[src/rtl/u8svd_pkg.sv]
package u8svd_pkg;

  typedef enum logic [1:0] {
    ERR_NONE = 2'd0,
    ERR_LEAD = 2'd1,
    ERR_CONT = 2'd2
  } err_kind_t;

  typedef enum logic [1:0] {
    REG_FIXED_ON   = 2'd0,
    REG_FIXED_SIZE = 2'd1,
    REG_SKIP_CHECK = 2'd2
  } reg_index_t;

  localparam logic [7:0] MASK_ASCII = 8'h80;
  localparam logic [7:0] MASK_LEAD2 = 8'hE0;
  localparam logic [7:0] MASK_LEAD3 = 8'hF0;
  localparam logic [7:0] MASK_LEAD4 = 8'hF8;
  localparam logic [7:0] MASK_CONT  = 8'hC0;
  localparam logic [7:0] PAT_LEAD2  = 8'hC0;
  localparam logic [7:0] PAT_LEAD3  = 8'hE0;
  localparam logic [7:0] PAT_LEAD4  = 8'hF0;
  localparam logic [7:0] PAT_CONT   = 8'h80;

  // width of a lead byte, 0 when it is not a lead byte
  function automatic logic [2:0] classify_lead(input logic [7:0] b);
    logic [2:0] w;
    priority if ((b & MASK_ASCII) == 8'h00)      w = 3'd1;
    else if ((b & MASK_LEAD2) == PAT_LEAD2)      w = 3'd2;
    else if ((b & MASK_LEAD3) == PAT_LEAD3)      w = 3'd3;
    else if ((b & MASK_LEAD4) == PAT_LEAD4)      w = 3'd4;
    else                                         w = 3'd0;
    return w;
  endfunction

  // payload bits a lead byte keeps for a given symbol width
  function automatic logic [7:0] lead_keep(input logic [2:0] w);
    logic [7:0] m;
    unique case (w)
      3'd1:    m = 8'hFF;
      3'd2:    m = 8'h1F;
      3'd3:    m = 8'h0F;
      3'd4:    m = 8'h07;
      default: m = 8'h00;
    endcase
    return m;
  endfunction

endpackage

[src/rtl/utf8_stream_validate_decode.sv]
// UTF-8 byte stream validator and decoder.
// An accepted byte's result is registered and is in the output register in the next cycle.
// Throughput: one byte per cycle unless a held result is not taken; the decode
// state is read and written in the same cycle, so its update loop sets the rate.
// Reset (synchronous, rst_n low): string state cleared, configuration back to
// fixed width off, group size 1, checks on; output register empty.
module utf8_stream_validate_decode #(
  parameter int MAX_BYTES = 65536
) (
  input  logic        clk,
  input  logic        rst_n,

  input  logic        cfg_we,
  input  logic [1:0]  cfg_index,
  input  logic [2:0]  cfg_wdata,

  input  logic        in_valid,
  output logic        in_ready,
  input  logic [7:0]  in_data_byte,
  input  logic        in_first,

  output logic        out_valid,
  input  logic        out_ready,
  output logic        out_symbol_done,
  output logic [20:0] out_codepoint,
  output logic [15:0] out_sym_index,
  output logic [16:0] out_symbol_count,
  output logic [1:0]  out_error_kind,
  output logic [15:0] out_error_byte_index,
  output logic [2:0]  out_expected_width
);

  localparam longint BYTE_CAP_L  = (longint'(MAX_BYTES) - 1 > 65535) ? 65535
                                   : longint'(MAX_BYTES) - 1;
  localparam longint COUNT_CAP_L = (longint'(MAX_BYTES) > 65536) ? 65536
                                   : longint'(MAX_BYTES);
  localparam logic [15:0] BYTE_CAP  = 16'(BYTE_CAP_L);
  localparam logic [16:0] COUNT_CAP = 17'(COUNT_CAP_L);

  // configuration
  logic       fixed_on_r;
  logic [2:0] fixed_size_r;
  logic       skip_r;

  // string state
  logic [1:0]  pend_r,     pend_nxt;
  logic [2:0]  width_r,    width_nxt;
  logic [20:0] partial_r,  partial_nxt;
  logic [15:0] byte_pos_r, byte_pos_nxt;
  logic [15:0] lead_pos_r, lead_pos_nxt;
  logic [16:0] seen_r,     seen_nxt;
  logic        halted_r,   halted_nxt;

  // result register
  logic        out_valid_r;
  logic        done_r;
  logic [20:0] code_r;
  logic [15:0] idx_r;
  logic [16:0] count_r;
  u8svd_pkg::err_kind_t err_r;
  logic [15:0] err_pos_r;
  logic [2:0]  exp_w_r;

  logic        accept;
  logic        done_nxt;
  logic [20:0] code_nxt;
  logic [15:0] idx_nxt;
  u8svd_pkg::err_kind_t err_nxt;
  logic [15:0] err_pos_nxt;
  logic [2:0]  exp_w_nxt;

  // state as seen by this byte (a first flag clears the string beforehand)
  logic [1:0]  pend_c;
  logic [2:0]  width_c;
  logic [20:0] partial_c;
  logic [15:0] byte_pos_c;
  logic [15:0] lead_pos_c;
  logic [16:0] seen_c;
  logic        halted_c;

  logic [2:0]  cls;
  logic [2:0]  grp_w;
  logic [2:0]  w;
  logic        lead_ok;

  assign in_ready = !out_valid_r || out_ready;
  assign accept   = in_valid && in_ready;

  assign pend_c     = in_first ? 2'd0  : pend_r;
  assign width_c    = in_first ? 3'd0  : width_r;
  assign partial_c  = in_first ? 21'd0 : partial_r;
  assign byte_pos_c = in_first ? 16'd0 : byte_pos_r;
  assign lead_pos_c = in_first ? 16'd0 : lead_pos_r;
  assign seen_c     = in_first ? 17'd0 : seen_r;
  assign halted_c   = in_first ? 1'b0  : halted_r;

  assign cls = u8svd_pkg::classify_lead(in_data_byte);

  // group size 0 acts as 1, 5 to 7 act as 4
  always_comb begin
    if (fixed_size_r == 3'd0) begin
      grp_w = 3'd1;
    end else if (fixed_size_r > 3'd4) begin
      grp_w = 3'd4;
    end else begin
      grp_w = fixed_size_r;
    end
  end

  assign w       = fixed_on_r ? grp_w : cls;
  assign lead_ok = (fixed_on_r && skip_r) || (cls != 3'd0);

  always_comb begin
    pend_nxt     = pend_c;
    width_nxt    = width_c;
    partial_nxt  = partial_c;
    byte_pos_nxt = byte_pos_c;
    lead_pos_nxt = lead_pos_c;
    seen_nxt     = seen_c;
    halted_nxt   = halted_c;
    done_nxt     = 1'b0;
    err_nxt      = u8svd_pkg::ERR_NONE;
    err_pos_nxt  = 16'd0;
    exp_w_nxt    = 3'd0;
    idx_nxt      = seen_c[16] ? 16'hFFFF : seen_c[15:0];

    if (!halted_c) begin
      if (pend_c != 2'd0) begin
        if (!skip_r && ((in_data_byte & u8svd_pkg::MASK_CONT) != u8svd_pkg::PAT_CONT)) begin
          err_nxt     = u8svd_pkg::ERR_CONT;
          err_pos_nxt = lead_pos_c;
          exp_w_nxt   = width_c;
          halted_nxt  = 1'b1;
        end else begin
          partial_nxt = {partial_c[14:0], in_data_byte[5:0]};
          pend_nxt    = pend_c - 2'd1;
          done_nxt    = (pend_c == 2'd1);
        end
      end else if (!lead_ok) begin
        err_nxt     = u8svd_pkg::ERR_LEAD;
        err_pos_nxt = byte_pos_c;
        halted_nxt  = 1'b1;
      end else begin
        lead_pos_nxt = byte_pos_c;
        width_nxt    = w;
        partial_nxt  = {13'd0, in_data_byte & u8svd_pkg::lead_keep(w)};
        pend_nxt     = 2'(w - 3'd1);
        done_nxt     = (w == 3'd1);
      end

      if (done_nxt && (seen_c < COUNT_CAP)) begin
        seen_nxt = seen_c + 17'd1;
      end
      if (!halted_nxt && (byte_pos_c < BYTE_CAP)) begin
        byte_pos_nxt = byte_pos_c + 16'd1;
      end
    end

    code_nxt = done_nxt ? partial_nxt : 21'd0;
  end

  always_ff @(posedge clk) begin
    if (!rst_n) begin
      fixed_on_r   <= 1'b0;
      fixed_size_r <= 3'd1;
      skip_r       <= 1'b0;
    end else if (cfg_we) begin
      unique case (cfg_index)
        u8svd_pkg::REG_FIXED_ON:   fixed_on_r   <= cfg_wdata[0];
        u8svd_pkg::REG_FIXED_SIZE: fixed_size_r <= cfg_wdata;
        u8svd_pkg::REG_SKIP_CHECK: skip_r       <= cfg_wdata[0];
        default: ;
      endcase
    end
  end

  always_ff @(posedge clk) begin
    if (!rst_n) begin
      pend_r     <= 2'd0;
      width_r    <= 3'd0;
      partial_r  <= 21'd0;
      byte_pos_r <= 16'd0;
      lead_pos_r <= 16'd0;
      seen_r     <= 17'd0;
      halted_r   <= 1'b0;
    end else if (accept) begin
      pend_r     <= pend_nxt;
      width_r    <= width_nxt;
      partial_r  <= partial_nxt;
      byte_pos_r <= byte_pos_nxt;
      lead_pos_r <= lead_pos_nxt;
      seen_r     <= seen_nxt;
      halted_r   <= halted_nxt;
    end
  end

  always_ff @(posedge clk) begin
    if (!rst_n) begin
      out_valid_r <= 1'b0;
    end else if (accept) begin
      out_valid_r <= 1'b1;
    end else if (out_ready) begin
      out_valid_r <= 1'b0;
    end
  end

  always_ff @(posedge clk) begin
    if (accept) begin
      done_r    <= done_nxt;
      code_r    <= code_nxt;
      idx_r     <= idx_nxt;
      count_r   <= seen_nxt;
      err_r     <= err_nxt;
      err_pos_r <= err_pos_nxt;
      exp_w_r   <= exp_w_nxt;
    end
  end

  assign out_valid            = out_valid_r;
  assign out_symbol_done      = done_r;
  assign out_codepoint        = code_r;
  assign out_sym_index        = idx_r;
  assign out_symbol_count     = count_r;
  assign out_error_kind       = err_r;
  assign out_error_byte_index = err_pos_r;
  assign out_expected_width   = exp_w_r;

  // an error request never completes a symbol
  a_err_no_done: assert property (@(posedge clk) disable iff (!rst_n)
    out_valid_r && (err_r != u8svd_pkg::ERR_NONE) |-> !done_r)
    else $error("error result also flags a completed symbol");

  // once halted, bytes of the same string give empty results
  a_halted_quiet: assert property (@(posedge clk) disable iff (!rst_n)
    accept && halted_r && !in_first |=> (err_r == u8svd_pkg::ERR_NONE) && !done_r)
    else $error("result produced while halted on error");

  // a bad lead byte has no expected width
  a_lead_width: assert property (@(posedge clk) disable iff (!rst_n)
    out_valid_r && (err_r == u8svd_pkg::ERR_LEAD) |-> (exp_w_r == 3'd0))
    else $error("bad lead byte reports a width");

  // symbol count stays within its saturation limit
  a_count_cap: assert property (@(posedge clk) disable iff (!rst_n)
    seen_r <= COUNT_CAP)
    else $error("symbol count beyond its limit");

endmodule

[config.mk]
export PLATFORM = sky130hd
export DESIGN_NAME = utf8_stream_validate_decode
export DESIGN_NICKNAME = d
export VERILOG_FILES = /design/src/rtl/u8svd_pkg.sv /design/src/rtl/utf8_stream_validate_decode.sv
export SDC_FILE = /design/constraint.sdc
export NUM_CORES = 1
export LEC_CHECK = 0
export BUFFER_PORTS_ARGS = -buffer_cell sky130_fd_sc_hd__clkbuf_2
export CAP_MARGIN = 20
export CORE_ASPECT_RATIO = 1.25
export CORE_MARGIN = 1.5
export CORE_UTILIZATION = 30
export CTS_CLUSTER_DIAMETER = 30
export CTS_CLUSTER_SIZE = 10
export DETAILED_ROUTE_END_ITERATION = 6
export GPL_ROUTABILITY_DRIVEN = 0
export PLACE_DENSITY_LB_ADDON = 0.15
export SKIP_LAST_GASP = 1
export SYNTH_ARGS = -nofsm -noshare
export SYNTH_HDL_FRONTEND = slang
export SYNTH_SLANG_ARGS = --single-unit
export TNS_END_PERCENT = 20
[constraint.sdc]
create_clock -name clk -period 11.6 [get_ports clk]
set_input_delay 2.32 -clock clk [delete_from_list [all_inputs] [get_ports clk]]
set_output_delay 2.32 -clock clk [all_outputs]
set_load 0.01 [all_outputs]
Yosys cells after proc, flatten, opt, wreduce, memory -nomap -nowiden
Cells that the tools add are included.

Flip-flop bits (word level): 158. Bits of input ports: 19. Output and inout port bits: 78. Word-level logic and storage cells: 113.

Add/sub/neg operators: 4. Magnitude comparators: 3. Equality and inequality tests: 11. Mux-type cells: 54. Bitwise gates (word level): 3. Reductions and logical operators: 20.

Operators by type and width (number): $mux 16 (10); $mux 21 (5); $mux 17 (3); $mux 3 (11); $pmux 8 s4 (1); $mux 8 (3); $add 17x1->17 const B (1); $lt 17x17->1 const B (1); $add 16x1->16 const B (1); $lt 16x16->1 const B (1); $mux 1 (14); $mux 2 (7); $and 8x8->8 (1); $logic_not 8->1 (1); $eq 3x2->1 const B (2); $eq 3x3->1 const B (2); $reduce_and 2->1 (3); $eq 5x5->1 const B (1); $logic_and 1x1->1 (5); $eq 2x1->1 const B (2); $eq 4x4->1 const B (1); $reduce_bool 2->1 (2); $sub 2x1->2 const B (2); $eq 3x1->1 const B (1); other kinds (10) (14).

Depth between registers and ports, before layout
Gate-level depths: netlist (run 1).

Depth after elaboration: 15. Mapped depth: 14.

Least setup slack after synthesis (run 1)
Ideal clock, no wire load.

Path kind: input-to-reg. Start: input port out_ready. End: register byte_pos_r[14]. Setup time: 0.128 ns. Arrival time: 5.507 ns. Required time: 11.472 ns. Setup slack: 5.966 ns. Stages on the path: 9. Path through: nand2b_1 nand2_1 clkinv_1 nand2_1 clkbuf_1 buf_2 nand2_1 xnor2_1 nor2_1.

Longest elaborated chain between the ends: 2.

RTL lines: start, declared (RTL line utf8_stream_validate_decode.sv:23) `input logic out_ready,`; $logic_or 1x1->1 (RTL line utf8_stream_validate_decode.sv:86) `assign in_ready = !out_valid_r || out_ready;`; $logic_and 1x1->1 (RTL line utf8_stream_validate_decode.sv:87) `assign accept = in_valid && in_ready;`; named net accept (RTL line utf8_stream_validate_decode.sv:64) `logic accept;`; end signal, assigned (RTL line utf8_stream_validate_decode.sv:190) `byte_pos_r <= byte_pos_nxt;`; end, declared (RTL line utf8_stream_validate_decode.sv:49) `logic [15:0] byte_pos_r, byte_pos_nxt;`.

The timed path passes the listed nets, and every way through them passes these cells. A chain may end at the register's enable or synchronous reset.

Worst setup path in the final report (run 1)
Start: input port out_ready. End: register lead_pos_r[4].

Longest elaborated chain between the ends: 2.

RTL lines: $logic_or 1x1->1 (RTL line utf8_stream_validate_decode.sv:86); $logic_and 1x1->1 (RTL line utf8_stream_validate_decode.sv:87); named net accept (RTL line utf8_stream_validate_decode.sv:64); end signal, assigned (RTL line utf8_stream_validate_decode.sv:191) `lead_pos_r <= lead_pos_nxt;`; end, declared (RTL line utf8_stream_validate_decode.sv:50) `logic [15:0] lead_pos_r, lead_pos_nxt;`.

The timed path passes the listed nets, and every way through them passes these cells.

==> impl_metrics.yaml, run 1 <==
outcome:
  run_status: "finished clean"
global_routing:
  grt_start_max_net_pins: 63
  groute.usage.overall_pct: 15.4
  grt-ovfl-total: 0
  grt_pass1_wl_microns: 29700
  number_of_global_route_vias_before_repair: 5582
  antenna_found_initial: 0
layout:
  post-route-util_pct: 36.3
  synthToLayoutAreaGrowth_pct: 17.9
  final_cell_count_no_fill: 1081
  final_layout_size_suffix_gt1_share_pct: 19.0
  antenna_cells: 0
  multi_input_comb_area_sq_um: 2960
  layout.nets: 807
  area.sequential_sq_um: 3920
  fillCellCount: 2326
  finish.instance_area_sq_um: 8420
setup_path:
  reg2regPathDepth: 7
  category_of_the_worst_setup_path_capture_point: "register"
  worst-endpoint-required_ns: 11.96
  critical_path_peak_fanout: 44
  critPathLaunchType: "primary input"
  critical_path_class: "primary input to register"
  arrival_ns: 6.27
  ff2ff_setup_slack_ns: 7.41
sta:
  rsz0062_at_grt: "no"
  layout_min_cycle_time_ns: 5.91
  clock.fmax_ghz: 0.169
  report.final.slew_viol_count: 0
  final_hold_violation_count: 0
  finalCritPeriodShare_pct: 50.9
  final.setup_skew_ns: 0.0113
  hold_slack_ns: 0.475
  setup_total_negative_slack_ns: 0
  tightest_slew_ns: 0.887
  slew_headroom_pct: 40.8
  setup_viol: 0
  timing.final.ws_setup_ns: 5.69
route:
  routed_via_density: 5.28
  drt-initial-drc-count: 381
  final_wirelength_microns: 18700
  vias: 5706
  detail_route.drc_violations: 0
  firstDrtPassIters: 5
  wire_per_inst_microns: 17.3
  drt.antenna.violating_nets: 0
yosys:
  synth_seq_area_share_pct: 55.0
  synth-warning-count: 0
  yosys.area.top_type: "edfxtp_1"
  synth_flop_cell: "dfxtp_1"
  ys_async_sr_fraction_pct: 0
  synthesis.nets: 729
  number_of_enable_type_register_cells_in_the_synthesized_netlist: 76
  number_of_cells_produced_by_synthesis: 702
  netlist_top_cells_count: "nor2_1, dfxtp_1, edfxtp_1"
  cell_area_after_technology_mapping_sq_um: 7140
  synth.most_common_cell: "nor2_1"
  synthDistinctLibCells: 62
  synth.ff_latch_count: 158
  mean_instance_size_in_the_synthesized_netlist_sq_um: 10.2
  synth_largest_type_area_fraction_pct: 32.0
  yosys-top-cells-area: "edfxtp_1, dfxtp_1, nor2_1"
power:
  final_power_mw: 1.25
  worst_ir_drop_vdd_mv: 0.0908
  leakage_nw: 3.16
  power_density_cells_nw_per_um2: 149
cts:
  path_clk_slew_ns: 0.06
  worst_skew_pair.late_latency_ns: 0.42
  cts-root-buf: "clkbuf_16"
  cts_resized: 0
  ctsLongestPathBuffers: 2
  ctsHoldBuffers: 0
  cts.repair_timing.setup_buffer_count: 0
  cts_inserted_buffers: 17
  numClockSinks: 158
  tritoncts: "yes"
  cts-htree-levels: 4
flow_run:
  drv_cap: 0
hold_path:
  whs_path_cells: 1
  timing.hold.worst.class: "register to register"
die:
  die-area_sq_um: 24700
  die-width_microns: 141
  number_of_standard_cell_rows_in_the_floorplan: 62
  ioPinCount: 97
  initial_core_util_pct: 30.8
  floorplan.core_area_sq_um: 23200
  die_height_microns: 175
placement:
  detailedPlacementHpwl_microns: 12500
  place_worst_setup_slack_ns: 5.10
  dpl-instance-area_sq_um: 7840
  port_buffers: 96
  placed_instances: 1048
-- layout make-up --
type                       count  area share (%)
sequential                   158            46.6
clock buffer                  20            5.42
tap                          288            4.28
clock inverter                12            1.31
timing repair buffer         105            6.55
multi-input combinational    483            35.2
inverter                      15           0.684
-- power breakdown --
| group | internal, mW | leakage [nW] | switching, mW |
|---|---|---|---|
| sequential | 0.603 | 1.42 | 0.00899 |
| combinational | 0.0301 | 1.45 | 0.0782 |
| clock | 0.308 | 0.281 | 0.226 |
-- routing by layer --
| metal | routed length (microns) | share of wire, % | GRT usage [%] |
|---|---|---|---|
| met1 | 8220 | 44 | 18.8 |
| met2 | 9280 | 50 | 26.3 |
| met3 | 746 | 4.0 | 2.97 |
| met4 | 403 | 2.2 | 6.47 |
| met5 | 0 | 0 | 0 |
-- cell usage in the layout (no fill, tap or decap), drive strengths merged, types with 4 or more instances in the layout --
cell	count
a21o	4
a21oi	38
a22o	32
a22oi	33
a31oi	5
and2	5
and3	8
and4b	4
buf	9
clkbuf	116
clkinv	11
dfxtp	82
edfxtp	76
ha	8
inv	14
mux2i	7
nand2	61
nand2b	7
nand3	20
nand3b	5
nand4	13
nor2	102
nor2b	11
nor3	12
nor4	8
o21ai	23
o2bb2ai	7
o41ai	5
or3	6
or4	4
xnor2	10
xor2	14
-- kinds of logic after synthesis --
family / share of synthesized area (%)
buffers and inverters: 3.58
AND/OR/NAND/NOR: 19.2
AO/OA/AOI/OAI: 16.6
flip-flops: 55.0
XOR/XNOR: 2.94
multiplexers: 1.30
adder cells (fa/ha/maj): 1.40
-- flip-flops by register name, indices dropped and copies added, names as in the netlist --
register              cells
out_symbol_count         17
out_error_kind            2
pend_r                    2
fixed_on_r                1
out_valid                 1
byte_pos_r               16
seen_r                   17
partial_r                21
width_r                   3
out_error_byte_index     16
skip_r                    1
out_expected_width        3
out_codepoint            21
out_symbol_done           1
halted_r                  1
out_sym_index            16
lead_pos_r               16
fixed_size_r              3
-- critical path: stages --
cell	delay (ns)
clkbuf_2	0.07
nand2b_1	0.23
nand2_1	0.65
clkinv_2	0.90
nand2_1	0.85
nand2_1	0.22
nor2_2	0.74
a22o_1	0.27
-- final timing paths --
check,from,endpoint
worst max-delay path,out_ready,lead_pos_r[4]$_SDFFE_PN0P_
worst min-delay path,lead_pos_r[10]$_SDFFE_PN0P_,lead_pos_r[10]$_SDFFE_PN0P_
worst max register to register,out_valid$_SDFFE_PN0P_,lead_pos_r[4]$_SDFFE_PN0P_
worst min register to register,lead_pos_r[10]$_SDFFE_PN0P_,lead_pos_r[10]$_SDFFE_PN0P_
Power figures use the tool's default switching activity.
==> inputs of run 2 (changes only) <==
Clock period 11.6 ns to 6 ns, I/O delays scaled along.
==> impl_metrics.yaml, run 2 (synthesis gave the netlist of run 1 again) <==
sta:
  tightest_slew_ns: 1.03
  finalCritPeriodShare_pct: 71.1
  final_hold_violation_count: 0
  report.final.slew_viol_count: 0
  slew_headroom_pct: 30.6
  timing.final.ws_setup_ns: 1.73
  final.setup_skew_ns: 0.0125
  rsz0062_at_grt: "no"
  layout_min_cycle_time_ns: 4.27
  clock.fmax_ghz: 0.234
  setup_total_negative_slack_ns: 0
  setup_viol: 0
setup_path:
  critPathLaunchType: "primary input"
  timing.rr.end: "byte_pos_r[7]$_SDFFE_PN0P_"
  ff2ff_setup_slack_ns: 2.68
  worstPathBufferInverterCount: 4
  worst-endpoint-required_ns: 6.12
  path_depth: 10
  critPathTopFamily: "buffers and inverters"
  critical_path_peak_fanout: 22
  delay_contributed_by_the_slowest_stage_of_the_critical_path_ns: 0.72
  category_of_the_worst_setup_path_capture_point: "register"
  crit_slowest_cell: "nand2b_1"
  worst_r2r_startpoint: "byte_pos_r[1]$_SDFFE_PN0P_"
  arrival_ns: 4.39
  reg2regPathDepth: 9
  critical_path.cell_chain: "clkbuf_2 -> clkinv_1 -> buf_4 -> nand2_1 -> ha_1 -> inv_1 -> o21ai_1 -> o32a_1 -> nand2b_1 -> a21oi_1"
  critical_path_class: "primary input to register"
cts:
  ctsHoldBuffers: 0
  cts_inserted_buffers: 17
  tritoncts: "yes"
  cts-root-buf: "clkbuf_16"
  ctsLongestPathBuffers: 2
  worst_skew_pair.late_latency_ns: 0.43
  cts_resized: 0
  cts.repair_timing.setup_buffer_count: 0
  path_clk_slew_ns: 0.06
  numClockSinks: 158
  cts-htree-levels: 4
placement:
  port_buffers: 96
  place_worst_setup_slack_ns: 0.834
  detailedPlacementHpwl_microns: 12400
global_routing:
  number_of_global_route_vias_before_repair: 5555
  groute.usage.overall_pct: 15.3
  grt-ovfl-total: 0
  grt_start_max_net_pins: 83
  grt_pass1_wl_microns: 29500
  antenna_found_initial: 0
hold_path:
  whs_path_cells: 1
  hold_start: "width_r[2]$_SDFFE_PN0P_"
  timing.hold.worst.class: "register to register"
  min_delay_worst_endpoint: "width_r[2]$_SDFFE_PN0P_"
route:
  drt.antenna.violating_nets: 0
  vias: 5673
  drt-initial-drc-count: 398
  final_wirelength_microns: 18600
  wire_per_inst_microns: 17.2
  routed_via_density: 5.24
  detail_route.drc_violations: 0
  firstDrtPassIters: 4
die:
  ioPinCount: 97
  die-width_microns: 141
  floorplan.core_area_sq_um: 23200
  number_of_standard_cell_rows_in_the_floorplan: 62
  die_height_microns: 175
  die-area_sq_um: 24700
  initial_core_util_pct: 30.8
power:
  worst_ir_drop_vdd_mv: 0.202
  power_density_cells_nw_per_um2: 288
  leakage_nw: 3.16
flow_run:
  drv_cap: 0
layout:
  layout.nets: 809
  post-route-util_pct: 36.5
  antenna_cells: 0
  synthToLayoutAreaGrowth_pct: 18.5
  mostFrequentLayoutCell: "nor2_1"
  fillCellCount: 2336
  highest_count_cells_in_the_layout_ignoring_fill_and_taps: "nor2_1, clkbuf_2, dfxtp_1, edfxtp_1, nand2_1"
  final_layout_size_suffix_gt1_share_pct: 19.1
outcome:
  run_status: "finished clean"
run 2: worst max-delay path by stage:
stage	start	end	slack [ns]
finish	in_first	out_codepoint[0]$_SDFFCE_PN0P_	1.73
global route	in_first	out_codepoint[3]$_SDFFCE_PN0P_	1.42
CTS	in_first	seen_r[11]$_SDFFE_PN0P_	1.26
detailed placement	in_first	seen_r[11]$_SDFFE_PN0P_	0.83
global placement	in_first	seen_r[11]$_SDFFE_PN0P_	0.99
floorplan	out_ready	byte_pos_r[14]$_SDFFE_PN0P_	1.49
run 2: stage by stage:
| step | instances | hold WS, ns | instance area [sq um] | total power, mW |
|---|---|---|---|---|
| 3_3_place_gp | 1048 | 0.449 | 7840 | 1.42 |
| 6_report | 1083 | 0.469 | 8460 | 2.44 |
| 4_1_cts | 1081 | 0.472 | 8420 | 2.46 |
| 5_1_grt | 1083 | 0.483 | 8460 | 2.53 |
| 2_1_floorplan | 702 | 0.434 | 7140 | 1.34 |
| 3_5_place_dp | 1049 | 0.451 | 7850 | 1.42 |
run 2: cell type report:
type / count / area [sq um] / area share (%)
Clock buffer: 21 / 460 / 5.44
Clock inverter: 11 / 111 / 1.32
Inverter: 15 / 57.6 / 0.680
Multi-Input combinational cell: 483 / 2960 / 35.0
Sequential cell: 158 / 3920 / 46.4
Tap cell: 288 / 360 / 4.26
Timing Repair Buffer: 107 / 584 / 6.91
run 2: power by group:
| part | switching, mW | internal [mW] | total [mW] |
|---|---|---|---|
| clock network | 0.447 | 0.596 | 1.04 |
| registers | 0.0171 | 1.17 | 1.18 |
| logic | 0.152 | 0.0611 | 0.213 |
| total | 0.616 | 1.82 | 2.44 |
run 2: metal layers:
metal	global-route usage (%)	share of wire, %	up-vias
met2	25.4	48	152
met1	19.3	45	2753
met3	3.03	4.5	32
met5	0	0	-
met4	6.51	2.6	0
li1	-	-	2736
run 2: worst register-to-register path: cells and delay by family, from the launching register on:
kind | cells | cell delay (ns)
fa+ha+maj | 1 | 0.26
buf+inv | 1 | 0.29
flops | 1 | 0.34
mux | 1 | 0.33
simple gates | 6 | 2.01
==> inputs of run 3 (changes only) <==
Clock period 6 ns to 3.9 ns, I/O delays scaled along.
==> impl_metrics.yaml, run 3 (synthesis gave the netlist of run 1 again) <==
setup_path:
  crit_slowest_cell: "or4_1"
  critical_path_class: "primary input to register"
  reg2regPathDepth: 9
  arrival_ns: 3.46
  category_of_the_worst_setup_path_capture_point: "register"
  critPathLaunchType: "primary input"
  worst-endpoint-required_ns: 4.23
  timing.rr.end: "seen_r[11]$_SDFFE_PN0P_"
  delay_contributed_by_the_slowest_stage_of_the_critical_path_ns: 0.43
  worst_r2r_startpoint: "fixed_on_r$_SDFFE_PN0P_"
  critPathTopFamily: "buffers and inverters"
  worst_path_most_repeated_cell: "buf_4"
  worstPathBufferInverterCount: 4
  ff2ff_setup_slack_ns: 1.14
  critical_path_peak_fanout: 21
  critical_path.cell_chain: "clkbuf_2 -> clkinv_1 -> nand2_1 -> ha_1 -> buf_4 -> a22oi_2 -> o41ai_4 -> buf_4 -> nand3_1 -> or4_1 -> a21oi_1"
  path_depth: 11
cts:
  path_clk_slew_ns: 0.06
  cts_resized: 0
  worst_skew_pair.late_latency_ns: 0.42
  ctsHoldBuffers: 0
  cts-root-buf: "clkbuf_16"
  tritoncts: "yes"
  numClockSinks: 158
  cts-htree-levels: 4
  cts.repair_timing.setup_buffer_count: 0
  ctsLongestPathBuffers: 2
  cts_inserted_buffers: 17
route:
  detail_route.drc_violations: 0
  drt-initial-drc-count: 375
  routed_via_density: 5.21
  final_wirelength_microns: 18900
  wire_per_inst_microns: 17.3
  firstDrtPassIters: 5
  vias: 5706
  drt.antenna.violating_nets: 0
sta:
  final.setup_skew_ns: 0.0148
  rsz0062_at_grt: "no"
  final_hold_violation_count: 0
  setup_total_negative_slack_ns: 0
  slew_headroom_pct: 38.6
  tightest_slew_ns: 0.920
  setup_viol: 0
  finalCritPeriodShare_pct: 80.3
  clock.fmax_ghz: 0.319
  report.final.slew_viol_count: 0
  layout_min_cycle_time_ns: 3.13
global_routing:
  number_of_global_route_vias_before_repair: 5714
  grt-ovfl-total: 0
  antenna_found_initial: 0
  grt_start_max_net_pins: 46
  groute.usage.overall_pct: 15.8
  grt_pass1_wl_microns: 30500
power:
  leakage_nw: 3.23
  worst_ir_drop_vdd_mv: 0.293
  final_power_mw: 3.86
  power_density_cells_nw_per_um2: 451
die:
  initial_core_util_pct: 30.8
  ioPinCount: 97
  number_of_standard_cell_rows_in_the_floorplan: 62
  die-width_microns: 141
  die-area_sq_um: 24700
  die_height_microns: 175
  floorplan.core_area_sq_um: 23200
layout:
  layout.nets: 821
  area.sequential_sq_um: 3920
  fillCellCount: 2292
  antenna_cells: 0
  mostFrequentLayoutCell: "nor2_1"
  multi_input_comb_area_sq_um: 2960
  final_layout_size_suffix_gt1_share_pct: 20.0
  highest_count_cells_in_the_layout_ignoring_fill_and_taps: "nor2_1, clkbuf_2, dfxtp_1, edfxtp_1, nand2_1"
  synthToLayoutAreaGrowth_pct: 19.9
outcome:
  run_status: "finished clean"
placement:
  detailedPlacementHpwl_microns: 12700
  port_buffers: 96
hold_path:
  whs_path_cells: 1
  min_delay_worst_endpoint: "width_r[2]$_SDFFE_PN0P_"
  hold_start: "width_r[2]$_SDFFE_PN0P_"
  timing.hold.worst.class: "register to register"
flow_run:
  drv_cap: 0
## run 3: routing by layer
layer,up-vias,track usage [%],part of all wire (%)
met5,-,0,0
met4,0,7.12,1.5
met3,17,3.16,4.9
met2,163,27.2,50
met1,2775,19.2,43
li1,2751,-,-
## run 3: cell type report
cell class                      count  share of cell area, %
Sequential cell                   158                   45.8
Multi-Input combinational cell    483                   34.6
Timing Repair Buffer              119                   7.63
Clock buffer                       24                   5.89
Tap cell                          288                   4.21
Clock inverter                      8                   1.18
Inverter                           15                  0.672
## run 3: power by group
| part | leakage [nW] | switching, mW | internal [mW] |
|---|---|---|---|
| Sequential | 1.42 | 0.0268 | 1.79 |
| Clock | 0.289 | 0.671 | 1.04 |
| Combinational | 1.52 | 0.235 | 0.101 |
| Total | 3.23 | 0.932 | 2.93 |
## run 3: stage by stage
step	util (%)	std cells	area, sq um	hold WS, ns	worst slack, ns
final	36.9	1095	8560	0.474	0.767
after global routing	36.9	1095	8560	0.495	0.538
after CTS	36.9	1095	8560	0.475	0.765
after detailed placement	34.3	1063	7960	0.454	0.328
after global placement	34.3	1063	7960	0.455	0.429
after floorplan	-	702	7140	0.434	0.555
## run 3: how the worst max path moves through the flow
stage,start,to,slack [ns]
2_1_floorplan,in_first,out_symbol_count[1]$_DFFE_PP_,0.56
3_3_place_gp,in_first,seen_r[11]$_SDFFE_PN0P_,0.43
3_5_place_dp,in_first,seen_r[11]$_SDFFE_PN0P_,0.33
4_1_cts,in_first,seen_r[11]$_SDFFE_PN0P_,0.76
5_1_grt,in_first,seen_r[11]$_SDFFE_PN0P_,0.54
6_report,in_first,seen_r[11]$_SDFFE_PN0P_,0.77
## run 3: worst reg2reg max path, delay by kind of cell, from the launching register on
| family | cells | cell delay, ns |
|---|---|---|
| AND/OR/NAND/NOR | 2 | 0.64 |
| buffers and inverters | 3 | 0.56 |
| flip-flops | 1 | 0.50 |
| AO/OA/AOI/OAI | 3 | 0.79 |
| adder cells (fa/ha/maj) | 1 | 0.19 |
